--- src/design/lss_pkg.sv ---
// lss_pkg: shared types, widths and the step conductance table of the
// load step subset selector. No dependencies; every other design file imports it.
`default_nettype none

package lss_pkg;

  localparam int LSS_NUM_STEPS = 8;
  localparam int LSS_TABLE_LEN = 8;

  localparam int LSS_VOLTS_W = 10;
  localparam int LSS_AMPS_W  = 12;
  localparam int LSS_OHMS_W  = 16;
  localparam int LSS_MASK_W  = 8;
  localparam int LSS_DUTY_W  = 10;

  // conductance in Q0.16, largest entry stays below 2^15
  localparam int LSS_G_W    = 15;
  localparam int LSS_FRAC_W = 16;
  // one step current volts * G before truncation
  localparam int LSS_PROD_W = LSS_VOLTS_W + LSS_G_W;
  // all steps together, volts * sum(G) < 2^28
  localparam int LSS_SUM_W  = LSS_FRAC_W + LSS_AMPS_W;
  // shared multiplier operands and product
  localparam int LSS_MUL_A_W = LSS_AMPS_W;
  localparam int LSS_MUL_B_W = LSS_OHMS_W;
  localparam int LSS_NUM_W   = LSS_MUL_A_W + LSS_MUL_B_W;

  localparam logic [LSS_DUTY_W-1:0] LSS_DUTY_MAX   = 10'd1000;
  localparam logic [LSS_OHMS_W-1:0] LSS_OHMS_RESET = 16'd5000;

  localparam int LSS_CFG_ADDR_W = 3;
  localparam int LSS_CFG_DATA_W = 32;
  localparam logic LSS_REG_FINE_TUNE_OHMS = 1'b0;

  localparam logic [LSS_G_W-1:0] LSS_G [LSS_TABLE_LEN] = '{
    15'd19505, 15'd12071, 15'd9615, 15'd9748,
    15'd12632, 15'd11845, 15'd18778, 15'd12926
  };

  typedef struct packed {
    logic [LSS_MASK_W-1:0] step_mask;
    logic [LSS_DUTY_W-1:0] fine_tune_duty;
    logic                  steps_released;
  } lss_result_t;

  typedef struct packed {
    logic                   start;
    logic [LSS_NUM_W-1:0]   dividend;
    logic [LSS_VOLTS_W-1:0] divisor;
  } lss_div_req_t;

  typedef struct packed {
    logic                 done;
    logic [LSS_NUM_W-1:0] quotient;
  } lss_div_rsp_t;

  // steps past the table draw no current
  function automatic logic [LSS_G_W-1:0] lss_conductance(input int j);
    logic [LSS_G_W-1:0] g;
    g = '0;
    if (j >= 0 && j < LSS_TABLE_LEN) begin
      g = LSS_G[j];
    end
    return g;
  endfunction

endpackage

`default_nettype wire

--- src/design/lss_in_if.sv ---
// lss_in_if: valid/ready channel carrying one set-point request.
// Depends on lss_pkg for field widths.
`default_nettype none

interface lss_in_if;
  import lss_pkg::*;

  logic                   valid;
  logic                   ready;
  logic [LSS_VOLTS_W-1:0] measured_volts;
  logic [LSS_AMPS_W-1:0]  target_current;

  modport source (output valid, output measured_volts, output target_current, input ready);
  modport sink   (input valid, input measured_volts, input target_current, output ready);
endinterface

`default_nettype wire

--- src/design/lss_out_if.sv ---
// lss_out_if: valid/ready channel carrying one load setting.
// Depends on lss_pkg for field widths.
`default_nettype none

interface lss_out_if;
  import lss_pkg::*;

  logic                  valid;
  logic                  ready;
  logic [LSS_MASK_W-1:0] step_mask;
  logic [LSS_DUTY_W-1:0] fine_tune_duty;
  logic                  steps_released;

  modport source (output valid, output step_mask, output fine_tune_duty,
                  output steps_released, input ready);
  modport sink   (input valid, input step_mask, input fine_tune_duty,
                  input steps_released, output ready);
endinterface

`default_nettype wire

--- src/design/lss_divider.sv ---
// lss_divider: restoring divider, one quotient bit per cycle.
// Depends on lss_pkg for the request and response structs.
`default_nettype none

module lss_divider (
  input  wire logic                  clk,
  input  wire logic                  rst_n,
  input  wire lss_pkg::lss_div_req_t req,
  output lss_pkg::lss_div_rsp_t      rsp
);
  import lss_pkg::*;

  localparam int CNT_W = $clog2(LSS_NUM_W);

  logic                   busy_r, busy_nxt;
  logic                   done_r, done_nxt;
  logic [CNT_W-1:0]       cnt_r, cnt_nxt;
  logic [LSS_NUM_W-1:0]   work_r, work_nxt;
  logic [LSS_VOLTS_W-1:0] rem_r, rem_nxt;
  logic [LSS_VOLTS_W-1:0] div_r, div_nxt;
  logic [LSS_VOLTS_W:0]   shifted;
  logic                   ge;

  assign shifted = {rem_r, work_r[LSS_NUM_W-1]};
  assign ge      = shifted >= {1'b0, div_r};

  always_comb begin
    busy_nxt = busy_r;
    done_nxt = 1'b0;
    cnt_nxt  = cnt_r;
    work_nxt = work_r;
    rem_nxt  = rem_r;
    div_nxt  = div_r;
    if (req.start) begin
      busy_nxt = 1'b1;
      cnt_nxt  = CNT_W'(LSS_NUM_W - 1);
      work_nxt = req.dividend;
      rem_nxt  = '0;
      div_nxt  = req.divisor;
    end else if (busy_r) begin
      // dividend bits shift out the top, quotient bits shift in below
      work_nxt = {work_r[LSS_NUM_W-2:0], ge};
      rem_nxt  = ge ? LSS_VOLTS_W'(shifted - {1'b0, div_r}) : shifted[LSS_VOLTS_W-1:0];
      cnt_nxt  = cnt_r - CNT_W'(1);
      if (cnt_r == '0) begin
        busy_nxt = 1'b0;
        done_nxt = 1'b1;
      end
    end
  end

  always_ff @(posedge clk) begin
    if (!rst_n) begin
      busy_r <= 1'b0;
      done_r <= 1'b0;
    end else begin
      busy_r <= busy_nxt;
      done_r <= done_nxt;
    end
  end

  always_ff @(posedge clk) begin
    cnt_r  <= cnt_nxt;
    work_r <= work_nxt;
    rem_r  <= rem_nxt;
    div_r  <= div_nxt;
  end

  assign rsp.done     = done_r;
  assign rsp.quotient = work_r;

endmodule

`default_nettype wire

--- src/design/lss_core.sv ---
// lss_core: sequencer with one shared multiplier and a gray-code subset walk,
// followed by the fine-tune duty division. Depends on lss_pkg and lss_divider.
`default_nettype none

module lss_core #(
  parameter int NUM_STEPS = lss_pkg::LSS_NUM_STEPS
) (
  input  wire logic                           clk,
  input  wire logic                           rst_n,
  input  wire logic                           start,
  input  wire logic [lss_pkg::LSS_VOLTS_W-1:0] volts,
  input  wire logic [lss_pkg::LSS_AMPS_W-1:0]  target,
  input  wire logic [lss_pkg::LSS_OHMS_W-1:0]  ohms,
  output logic                                in_ready,
  output logic                                res_valid,
  input  wire logic                           res_ready,
  output lss_pkg::lss_result_t                res
);
  import lss_pkg::*;

  localparam int IDX_W  = (NUM_STEPS > 1) ? $clog2(NUM_STEPS) : 1;
  localparam int MEXT_W = (NUM_STEPS > LSS_MASK_W) ? NUM_STEPS : LSS_MASK_W;

  typedef enum logic [2:0] {
    S_IDLE, S_PROD, S_SEARCH, S_MUL, S_DIV, S_DIVW, S_DONE
  } state_t;

  state_t                 state_r, state_nxt;
  logic [LSS_VOLTS_W-1:0] volts_r, volts_nxt;
  logic [LSS_AMPS_W-1:0]  target_r, target_nxt;
  logic [IDX_W-1:0]       j_r, j_nxt;
  logic [NUM_STEPS-1:0]   i_r, i_nxt;
  logic [LSS_SUM_W-1:0]   sum_r, sum_nxt;
  logic [LSS_AMPS_W-1:0]  best_rem_r, best_rem_nxt;
  logic [NUM_STEPS-1:0]   best_mask_r, best_mask_nxt;
  logic [LSS_NUM_W-1:0]   num_r, num_nxt;
  lss_result_t            res_r, res_nxt;
  logic [LSS_PROD_W-1:0]  p_r [NUM_STEPS];

  logic [LSS_MUL_A_W-1:0] mul_a;
  logic [LSS_MUL_B_W-1:0] mul_b;
  logic [LSS_NUM_W-1:0]   mul_p;

  logic [IDX_W-1:0]       tz;
  logic [NUM_STEPS-1:0]   gray;
  logic [LSS_SUM_W-1:0]   sum_new;
  logic [LSS_AMPS_W-1:0]  amps_new;
  logic [LSS_AMPS_W-1:0]  rem_new;
  logic                   better;
  logic [MEXT_W-1:0]      mask_ext;

  lss_div_req_t div_req;
  lss_div_rsp_t div_rsp;

  // shared multiplier: step currents first, then remainder times milliohms
  always_comb begin
    if (state_r == S_PROD) begin
      mul_a = LSS_MUL_A_W'(volts_r);
      mul_b = LSS_MUL_B_W'(lss_conductance(int'(j_r)));
    end else begin
      mul_a = best_rem_r;
      mul_b = ohms;
    end
    mul_p = LSS_NUM_W'(mul_a * mul_b);
  end

  // bit that flips between consecutive gray codes is the lowest set bit of i
  always_comb begin
    tz = '0;
    for (int k = NUM_STEPS - 1; k >= 0; k--) begin
      if (i_r[k]) begin
        tz = IDX_W'(k);
      end
    end
  end

  assign gray     = i_r ^ (i_r >> 1);
  assign sum_new  = gray[tz] ? sum_r + LSS_SUM_W'(p_r[tz]) : sum_r - LSS_SUM_W'(p_r[tz]);
  assign amps_new = sum_new[LSS_SUM_W-1:LSS_FRAC_W];
  assign rem_new  = target_r - amps_new;
  assign better   = (amps_new <= target_r) &&
                    ((rem_new < best_rem_r) ||
                     ((rem_new == best_rem_r) && (gray < best_mask_r)));
  assign mask_ext = MEXT_W'(best_mask_r);

  assign div_req.start    = (state_r == S_DIV) && (num_r != '0);
  assign div_req.dividend = num_r;
  assign div_req.divisor  = volts_r;

  lss_divider u_div (
    .clk  (clk),
    .rst_n(rst_n),
    .req  (div_req),
    .rsp  (div_rsp)
  );

  always_comb begin
    state_nxt     = state_r;
    volts_nxt     = volts_r;
    target_nxt    = target_r;
    j_nxt         = j_r;
    i_nxt         = i_r;
    sum_nxt       = sum_r;
    best_rem_nxt  = best_rem_r;
    best_mask_nxt = best_mask_r;
    num_nxt       = num_r;
    res_nxt       = res_r;
    unique case (state_r)
      S_IDLE: begin
        if (start) begin
          volts_nxt  = volts;
          target_nxt = target;
          j_nxt      = '0;
          if (target == '0) begin
            res_nxt   = '{step_mask: '0, fine_tune_duty: '0, steps_released: 1'b1};
            state_nxt = S_DONE;
          end else begin
            state_nxt = S_PROD;
          end
        end
      end
      S_PROD: begin
        j_nxt = j_r + IDX_W'(1);
        if (j_r == IDX_W'(NUM_STEPS - 1)) begin
          i_nxt         = NUM_STEPS'(1);
          sum_nxt       = '0;
          best_rem_nxt  = target_r;
          best_mask_nxt = '0;
          state_nxt     = S_SEARCH;
        end
      end
      S_SEARCH: begin
        sum_nxt = sum_new;
        i_nxt   = i_r + NUM_STEPS'(1);
        if (better) begin
          best_rem_nxt  = rem_new;
          best_mask_nxt = gray;
        end
        if (i_r == '1) begin
          state_nxt = S_MUL;
        end
      end
      S_MUL: begin
        num_nxt   = mul_p;
        state_nxt = S_DIV;
      end
      S_DIV: begin
        res_nxt.step_mask      = mask_ext[LSS_MASK_W-1:0];
        res_nxt.steps_released = 1'b0;
        if (num_r == '0) begin
          res_nxt.fine_tune_duty = '0;
          state_nxt              = S_DONE;
        end else begin
          state_nxt = S_DIVW;
        end
      end
      S_DIVW: begin
        if (div_rsp.done) begin
          // zero volts divides to all ones and lands on the ceiling too
          res_nxt.fine_tune_duty = (div_rsp.quotient > LSS_NUM_W'(LSS_DUTY_MAX)) ?
                                   LSS_DUTY_MAX : div_rsp.quotient[LSS_DUTY_W-1:0];
          state_nxt = S_DONE;
        end
      end
      S_DONE: begin
        if (res_ready) begin
          state_nxt = S_IDLE;
        end
      end
      default: state_nxt = S_IDLE;
    endcase
  end

  always_ff @(posedge clk) begin
    if (!rst_n) begin
      state_r <= S_IDLE;
    end else begin
      state_r <= state_nxt;
    end
    volts_r     <= volts_nxt;
    target_r    <= target_nxt;
    j_r         <= j_nxt;
    i_r         <= i_nxt;
    sum_r       <= sum_nxt;
    best_rem_r  <= best_rem_nxt;
    best_mask_r <= best_mask_nxt;
    num_r       <= num_nxt;
    res_r       <= res_nxt;
  end

  always_ff @(posedge clk) begin
    if (state_r == S_PROD) begin
      p_r[j_r] <= mul_p[LSS_PROD_W-1:0];
    end
  end

  assign in_ready  = (state_r == S_IDLE);
  assign res_valid = (state_r == S_DONE);
  assign res       = res_r;

`ifndef ASSERT_OFF
  a_release_clean: assert property (@(posedge clk) disable iff (!rst_n)
    res_valid && res.steps_released |-> res.step_mask == '0 && res.fine_tune_duty == '0)
    else $error("released result carries steps or duty");
  a_duty_ceiling: assert property (@(posedge clk) disable iff (!rst_n)
    res_valid |-> res.fine_tune_duty <= LSS_DUTY_MAX)
    else $error("fine-tune duty above ceiling");
  a_div_done_wait: assert property (@(posedge clk) disable iff (!rst_n)
    div_rsp.done |-> state_r == S_DIVW)
    else $error("divider finished outside the wait state");
  a_start_busy: assert property (@(posedge clk) disable iff (!rst_n)
    start && in_ready |=> !in_ready)
    else $error("accepted transaction did not make the core busy");
`endif

endmodule

`default_nettype wire

--- src/design/load_step_subset_selector.sv ---
// load_step_subset_selector: top level with the register port, the core and
// the result register. Depends on lss_pkg, lss_in_if, lss_out_if and lss_core.
//
// Usage:
//   in_if carries one set-point (measured_volts, target_current) per transaction;
//   out_if returns step_mask, fine_tune_duty and steps_released for it.
//   fine_tune_milliohms is written over the cfg_ APB port at byte address 0.
// Sequence:
//   nonzero target: step products on the shared multiplier, then the
//   gray-code subset walk (one add and compare per subset), one multiply,
//   one divider launch, then a wait on the divider before out_if.valid.
//   A zero target, a zero remainder or a zero fine_tune_milliohms skips the divider.
//   One transaction is in work at a time; in_if.ready is high while idle.
// Reset: synchronous active-low rst_n empties the result register, idles the
//   core and sets fine_tune_milliohms to 5000.
// Stall: a finished result waits in the output register; the core accepts
//   and works on the next transaction meanwhile and holds its own result
//   until the register frees.
`default_nettype none

module load_step_subset_selector #(
  parameter int NUM_STEPS = lss_pkg::LSS_NUM_STEPS
) (
  input  wire logic                               clk,
  input  wire logic                               rst_n,
  lss_in_if.sink                                  in_if,
  lss_out_if.source                               out_if,
  input  wire logic                               cfg_psel,
  input  wire logic                               cfg_penable,
  input  wire logic                               cfg_pwrite,
  input  wire logic [lss_pkg::LSS_CFG_ADDR_W-1:0] cfg_paddr,
  input  wire logic [lss_pkg::LSS_CFG_DATA_W-1:0] cfg_pwdata,
  output logic      [lss_pkg::LSS_CFG_DATA_W-1:0] cfg_prdata,
  output logic                                    cfg_pready
);
  import lss_pkg::*;

  logic [LSS_OHMS_W-1:0] ohms_r;
  logic                  out_valid_r;
  lss_result_t           out_r;

  logic                  core_in_ready;
  logic                  core_res_valid;
  logic                  core_res_ready;
  lss_result_t           core_res;
  logic                  cfg_wr;

  assign cfg_pready = 1'b1;
  assign cfg_wr     = cfg_psel && cfg_penable && cfg_pwrite && cfg_pready;

  always_ff @(posedge clk) begin
    if (!rst_n) begin
      ohms_r <= LSS_OHMS_RESET;
    end else if (cfg_wr && cfg_paddr[2] == LSS_REG_FINE_TUNE_OHMS) begin
      ohms_r <= cfg_pwdata[LSS_OHMS_W-1:0];
    end
  end

  assign cfg_prdata = (cfg_paddr[2] == LSS_REG_FINE_TUNE_OHMS) ?
                      LSS_CFG_DATA_W'(ohms_r) : '0;

  lss_core #(
    .NUM_STEPS(NUM_STEPS)
  ) u_core (
    .clk      (clk),
    .rst_n    (rst_n),
    .start    (in_if.valid && core_in_ready),
    .volts    (in_if.measured_volts),
    .target   (in_if.target_current),
    .ohms     (ohms_r),
    .in_ready (core_in_ready),
    .res_valid(core_res_valid),
    .res_ready(core_res_ready),
    .res      (core_res)
  );

  assign in_if.ready    = core_in_ready;
  assign core_res_ready = !out_valid_r || out_if.ready;

  always_ff @(posedge clk) begin
    if (!rst_n) begin
      out_valid_r <= 1'b0;
    end else if (core_res_ready) begin
      out_valid_r <= core_res_valid;
    end
  end

  always_ff @(posedge clk) begin
    if (core_res_ready && core_res_valid) begin
      out_r <= core_res;
    end
  end

  assign out_if.valid          = out_valid_r;
  assign out_if.step_mask      = out_r.step_mask;
  assign out_if.fine_tune_duty = out_r.fine_tune_duty;
  assign out_if.steps_released = out_r.steps_released;

endmodule

`default_nettype wire

--- src/flat_wrapper.sv ---
// flat-port wrapper written by rule: the top's interface ports become plain ports
module load_step_subset_selector_flat import lss_pkg::*;
#(
  parameter int NUM_STEPS = lss_pkg::LSS_NUM_STEPS
)
  (clk, rst_n, cfg_psel, cfg_penable, cfg_pwrite, cfg_paddr, cfg_pwdata, cfg_prdata, cfg_pready, in_if_valid, in_if_measured_volts, in_if_target_current, in_if_ready, out_if_valid, out_if_step_mask, out_if_fine_tune_duty, out_if_steps_released, out_if_ready);
  lss_in_if in_if_i ();
  lss_out_if out_if_i ();
  input  wire logic clk;
  input  wire logic rst_n;
  input  wire logic cfg_psel;
  input  wire logic cfg_penable;
  input  wire logic cfg_pwrite;
  input  wire logic [lss_pkg::LSS_CFG_ADDR_W-1:0] cfg_paddr;
  input  wire logic [lss_pkg::LSS_CFG_DATA_W-1:0] cfg_pwdata;
  output logic      [lss_pkg::LSS_CFG_DATA_W-1:0] cfg_prdata;
  output logic cfg_pready;
  input wire logic [$bits(in_if_i.valid)-1:0] in_if_valid;
  input wire logic [$bits(in_if_i.measured_volts)-1:0] in_if_measured_volts;
  input wire logic [$bits(in_if_i.target_current)-1:0] in_if_target_current;
  output wire logic [$bits(in_if_i.ready)-1:0] in_if_ready;
  output wire logic [$bits(out_if_i.valid)-1:0] out_if_valid;
  output wire logic [$bits(out_if_i.step_mask)-1:0] out_if_step_mask;
  output wire logic [$bits(out_if_i.fine_tune_duty)-1:0] out_if_fine_tune_duty;
  output wire logic [$bits(out_if_i.steps_released)-1:0] out_if_steps_released;
  input wire logic [$bits(out_if_i.ready)-1:0] out_if_ready;
  assign in_if_i.valid = in_if_valid;
  assign in_if_i.measured_volts = in_if_measured_volts;
  assign in_if_i.target_current = in_if_target_current;
  assign in_if_ready = in_if_i.ready;
  assign out_if_valid = out_if_i.valid;
  assign out_if_step_mask = out_if_i.step_mask;
  assign out_if_fine_tune_duty = out_if_i.fine_tune_duty;
  assign out_if_steps_released = out_if_i.steps_released;
  assign out_if_i.ready = out_if_ready;
  load_step_subset_selector #(.NUM_STEPS(NUM_STEPS)) u_core (.clk(clk), .rst_n(rst_n), .in_if(in_if_i), .out_if(out_if_i), .cfg_psel(cfg_psel), .cfg_penable(cfg_penable), .cfg_pwrite(cfg_pwrite), .cfg_paddr(cfg_paddr), .cfg_pwdata(cfg_pwdata), .cfg_prdata(cfg_prdata), .cfg_pready(cfg_pready));
endmodule
--- config.mk ---
export PLATFORM = sky130hd
export DESIGN_NAME = load_step_subset_selector_flat
export DESIGN_NICKNAME = d
export VERILOG_FILES = /design/src/design/lss_pkg.sv /design/src/design/lss_in_if.sv /design/src/design/lss_out_if.sv /design/src/design/lss_divider.sv /design/src/design/lss_core.sv /design/src/design/load_step_subset_selector.sv /design/src/flat_wrapper.sv
export SDC_FILE = /design/constraint.sdc
export NUM_CORES = 1
export LEC_CHECK = 0
export ABC_CLOCK_PERIOD_IN_PS = 12540
export BUFFER_PORTS_ARGS = -buffer_cell sky130_fd_sc_hd__buf_2
export CAP_MARGIN = 30
export CORE_ASPECT_RATIO = 0.5
export CORE_MARGIN = 2
export CORE_UTILIZATION = 65
export DETAILED_ROUTE_END_ITERATION = 6
export PLACE_DENSITY = 0.81
export SYNTH_ARGS = -nofsm -noshare
export SYNTH_HDL_FRONTEND = slang
export SYNTH_SLANG_ARGS = --single-unit
--- constraint.sdc ---
create_clock -name clk -period 12.54 [get_ports clk]
set_input_delay 1.254 -clock clk [delete_from_list [all_inputs] [get_ports clk]]
set_output_delay 1.254 -clock clk [all_outputs]
set_load 0.1 [all_outputs]
==> Flow_metrics.wiki <==
{| class="wikitable"
! Metric !! Value
|-
| Run status || completed
|-
| Total Negative Setup Slacks || 0 ns
|-
| Top_reg_cell synth || sky130_fd_sc_hd__edfxtp_1
|-
| Height of the chip || 146 µm
|-
| FF-to-FF path depth || 35
|-
| Starting DRT DRC Count || 2225
|-
| Worst Setup SP || u_core.u_core.i_r[6]
|-
| Launching element type of the critical path || flip-flop
|-
| Synth Area in Compound Gates || 10.3%
|-
| Top cells by count, synth || sky130_fd_sc_hd__nand2_1 (396), sky130_fd_sc_hd__edfxtp_1 (385), sky130_fd_sc_hd__inv_1 (212), sky130_fd_sc_hd__nor2_1 (154), sky130_fd_sc_hd__ha_1 (151)
|-
| Simple-gate share of the synthesized area || 13.4%
|-
| EDFF count, synth || 385
|-
| First-pass GRT wire length || 98900 µm
|-
| CTS H-tree lvls || 2
|-
| Number of fill cells || 2669
|-
| Via Count || 18600
|-
| Area growth from synthesis to final layout || 9.05%
|-
| Share of synthesized cell area in full adder, half adder and majority cells || 18.2%
|-
| Hold Buf Count CTS || 0
|-
| Max-cap violations || 0
|-
| Drt wl/cell || 21.1 µm
|-
| Remaining routing DRC violations || 0
|-
| Classification of the worst setup path || reg2reg
|-
| First-pass DRT Iterations || 6
|-
| Initial cell density of the core || 66.5%
|-
| FF/Latch Area || 12300 µm²
|-
| Total I/O pin count || 118
|-
| Fmax achieved || 98.7 MHz
|-
| Buffer depth of the longest clock path || 3
|-
| Gpl congestion || 0.951
|-
| Post-synthesis cell area || 26100 µm²
|-
| Maximum net fanout on the critical path || 18
|-
| Number of synthesis warnings || 0
|-
| Number of buffer cells added on primary ports || 82
|-
| Largest family of logic cells by synthesized area || adder cells
|-
| Fin. Hold Viols || 0
|-
| Cells after Synth || 2387
|-
| Placeable Area || 39200 µm²
|-
| Number of synthesized register bits || 422
|-
| Crit. End Element || flip-flop
|-
| Distinct cell type count of the synthesized netlist || 74
|-
| Post-CTS setup buffer count || 0
|-
| Layout cells sized above 1 || 9.86%
|-
| Headroom to the max-slew limit || 25.5%
|-
| Synth top area cells || sky130_fd_sc_hd__edfxtp_1 (44%), sky130_fd_sc_hd__fa_1 (11%), sky130_fd_sc_hd__ha_1 (7.2%)
|-
| Clock sink total || 422
|-
| Antenna violations before repair || 3
|-
| Total die area || 41800 µm²
|-
| Number of max-slew violations in the final report || 0
|-
| Setup slack on the worst flop-to-flop path || 2.41 ns
|-
| Register clock-pin slew on the reported worst setup and hold paths || 0.07 ns
|-
| Antenna diode count || 0
|-
| Setup WS post-layout || 2.41 ns
|-
| Final setup violation count || 0
|-
| All-layer global routing usage || 30.8%
|-
| Max stage delay on crit path || 0.62 ns
|-
| RSZ-0062 raised after global routing || no
|-
| Tightest Pin Transition || 1.11 ns
|-
| Detail Placement HPWL || 45800 µm
|-
| Root buf cell || sky130_fd_sc_hd__clkbuf_16
|-
| Ys async rst share || 0%
|-
| Cell at the slowest stage of the critical path || sky130_fd_sc_hd__nor2_4
|-
| Vias per Instance || 6.14
|-
| Post-cts sizing count || 0
|-
| X dimension of the die || 287 µm
|-
| Required time of the worst setup path || 12.78 ns
|-
| CTS tree || yes
|-
| Kind of path behind the tightest hold check || reg2reg
|-
| Fraction of the yosys area taken by sequential cells || 47.2%
|-
| Multi-input gate area in the final layout || 12600 µm²
|-
| Xor and xnor fraction of the mapped netlist area || 3.05%
|-
| Residual overflow from global routing || 0
|-
| Post-layout minimum cycle time || 10.13 ns
|-
| Num rows || 51
|-
| Worst flop-to-flop path startpoint || u_core.u_core.i_r[6]
|-
| Synthesized area per cell || 10.9 µm²
|-
| Final period util || 80.8%
|-
| Utilization after layout || 72.5%
|-
| Final #Nets || 2821
|-
| Cell accounting for the most synthesized area || sky130_fd_sc_hd__edfxtp_1
|-
| Total wirelength of the detailed-routed design || 63800 µm
|-
| Clock skew || 0.0242 ns
|-
| R2r endpoint || u_core.u_core.best_rem_r[11]
|-
| Via count of the first global-routing pass || 18200
|-
| Clk_lat worst skew || 0.55 ns
|-
| Cell type with the highest occurrence count on the critical path || sky130_fd_sc_hd__ha_1
|-
| Remaining antenna violation count || 0
|-
| Multiplexer share of the synthesized area || 2.83%
|-
| Arrival time worst endpoint || 10.37 ns
|-
| Number of buffers created by CTS || 38
|-
| Pre-CTS WS || 2.58 ns
|-
| Area fraction of the dominant cell type after synthesis || 44.4%
|-
| Top-count cell post-synth || sky130_fd_sc_hd__nand2_1
|-
| Largest net degree at the start of global routing || 54
|-
| Worst setup path endpoint || u_core.u_core.best_rem_r[11]
|}
[worst max-delay path, delay by kind of cell, from the launching register on]
family	cells	cell delay, ns
buf+inv	2	0.33
simple gates	7	2.10
xor+xnor	3	0.51
compound gates	18	4.66
mux	1	0.61
flops	1	0.40
fa+ha+maj	4	1.20
[per-layer routing]
metal	global-route usage (%)	up-vias	wire length [µm]
li1	-	8441	-
met1	42.8	9008	25300
met2	48.3	979	28800
met3	8.28	124	8080
met4	8.31	2	1580
met5	0	-	10
[final cells by class]
type / instances / area share [%]
repair buffers: 128 / 2.81
well taps: 530 / 2.33
multi-input cells: 1662 / 44.3
clock inverters: 24 / 0.880
clock buffers: 46 / 3.56
inverters: 212 / 2.80
flip-flops and latches: 422 / 43.3
[per-stage QoR]
stage	instance area [µm²]	hold WS [ns]	std cells
final	28400	0.419	3024
after global routing	28400	0.425	3024
after CTS	28400	0.421	3020
after detailed placement	27100	0.405	2950
after global placement	27000	0.401	2944
after floorplan	26100	0.400	2402
[logic make-up after synthesis]
kind of cell | after synthesis
and+or+nand+nor | 785
xor gates and xnor gates | 90
muxes | 60
AOI/OAI and AO/OA | 416
DFF | 422
buffers and inverters | 318
other | 2
adders and majority gates | 294
[sequential cells by signal, indices dropped and copies added, names as in the netlist, 3 cells and up]
register	count
u_core.u_core.volts_r	10
u_core.u_core.i_r	8
u_core.u_core.u_div.rem_r	10
u_core.u_core.state_r	3
u_core.u_core.target_r	12
u_core.out_if.step_mask	8
u_core.u_core.p_r	200
u_core.u_core.u_div.cnt_r	5
u_core.u_core.num_r	28
u_core.u_core.best_mask_r	8
u_core.u_core.j_r	3
u_core.u_core.best_rem_r	12
u_core.out_if.fine_tune_duty	10
u_core.u_core.res	19
u_core.u_core.u_div.work_r	28
u_core.ohms_r	16
u_core.u_core.u_div.div_r	10
u_core.u_core.sum_r	28
[cells in the final DEF, fill, tap and decap left out, types with 40 or more instances in the layout]
cell	n
sky130_fd_sc_hd__a21o_1	42
sky130_fd_sc_hd__a21oi_1	102
sky130_fd_sc_hd__and2_1	40
sky130_fd_sc_hd__buf_2	84
sky130_fd_sc_hd__buf_4	41
sky130_fd_sc_hd__edfxtp_1	385
sky130_fd_sc_hd__fa_1	142
sky130_fd_sc_hd__ha_1	151
sky130_fd_sc_hd__inv_1	212
sky130_fd_sc_hd__nand2_1	396
sky130_fd_sc_hd__nor2_1	149
sky130_fd_sc_hd__o21ai_0	87
sky130_fd_sc_hd__xnor2_1	62
[how the worst min path moves through the flow]
stage	startpoint	end	depth (start not counted)
3_3_place_gp	u_core.u_core.res[2]	u_core.out_if.fine_tune_duty[1]	0
3_5_place_dp	u_core.u_core.res[2]	u_core.out_if.fine_tune_duty[1]	0
2_1_floorplan	u_core.u_core.res[1]	u_core.out_if.fine_tune_duty[0]	0
4_1_cts	u_core.u_core.res[8]	u_core.out_if.fine_tune_duty[7]	0
5_1_grt	u_core.u_core.res[2]	u_core.out_if.fine_tune_duty[1]	0
6_report	u_core.u_core.res[8]	u_core.out_if.fine_tune_duty[7]	0
Power is not shown: default switching activity piles up to over one toggle a cycle in this logic, so the estimate is an artifact.
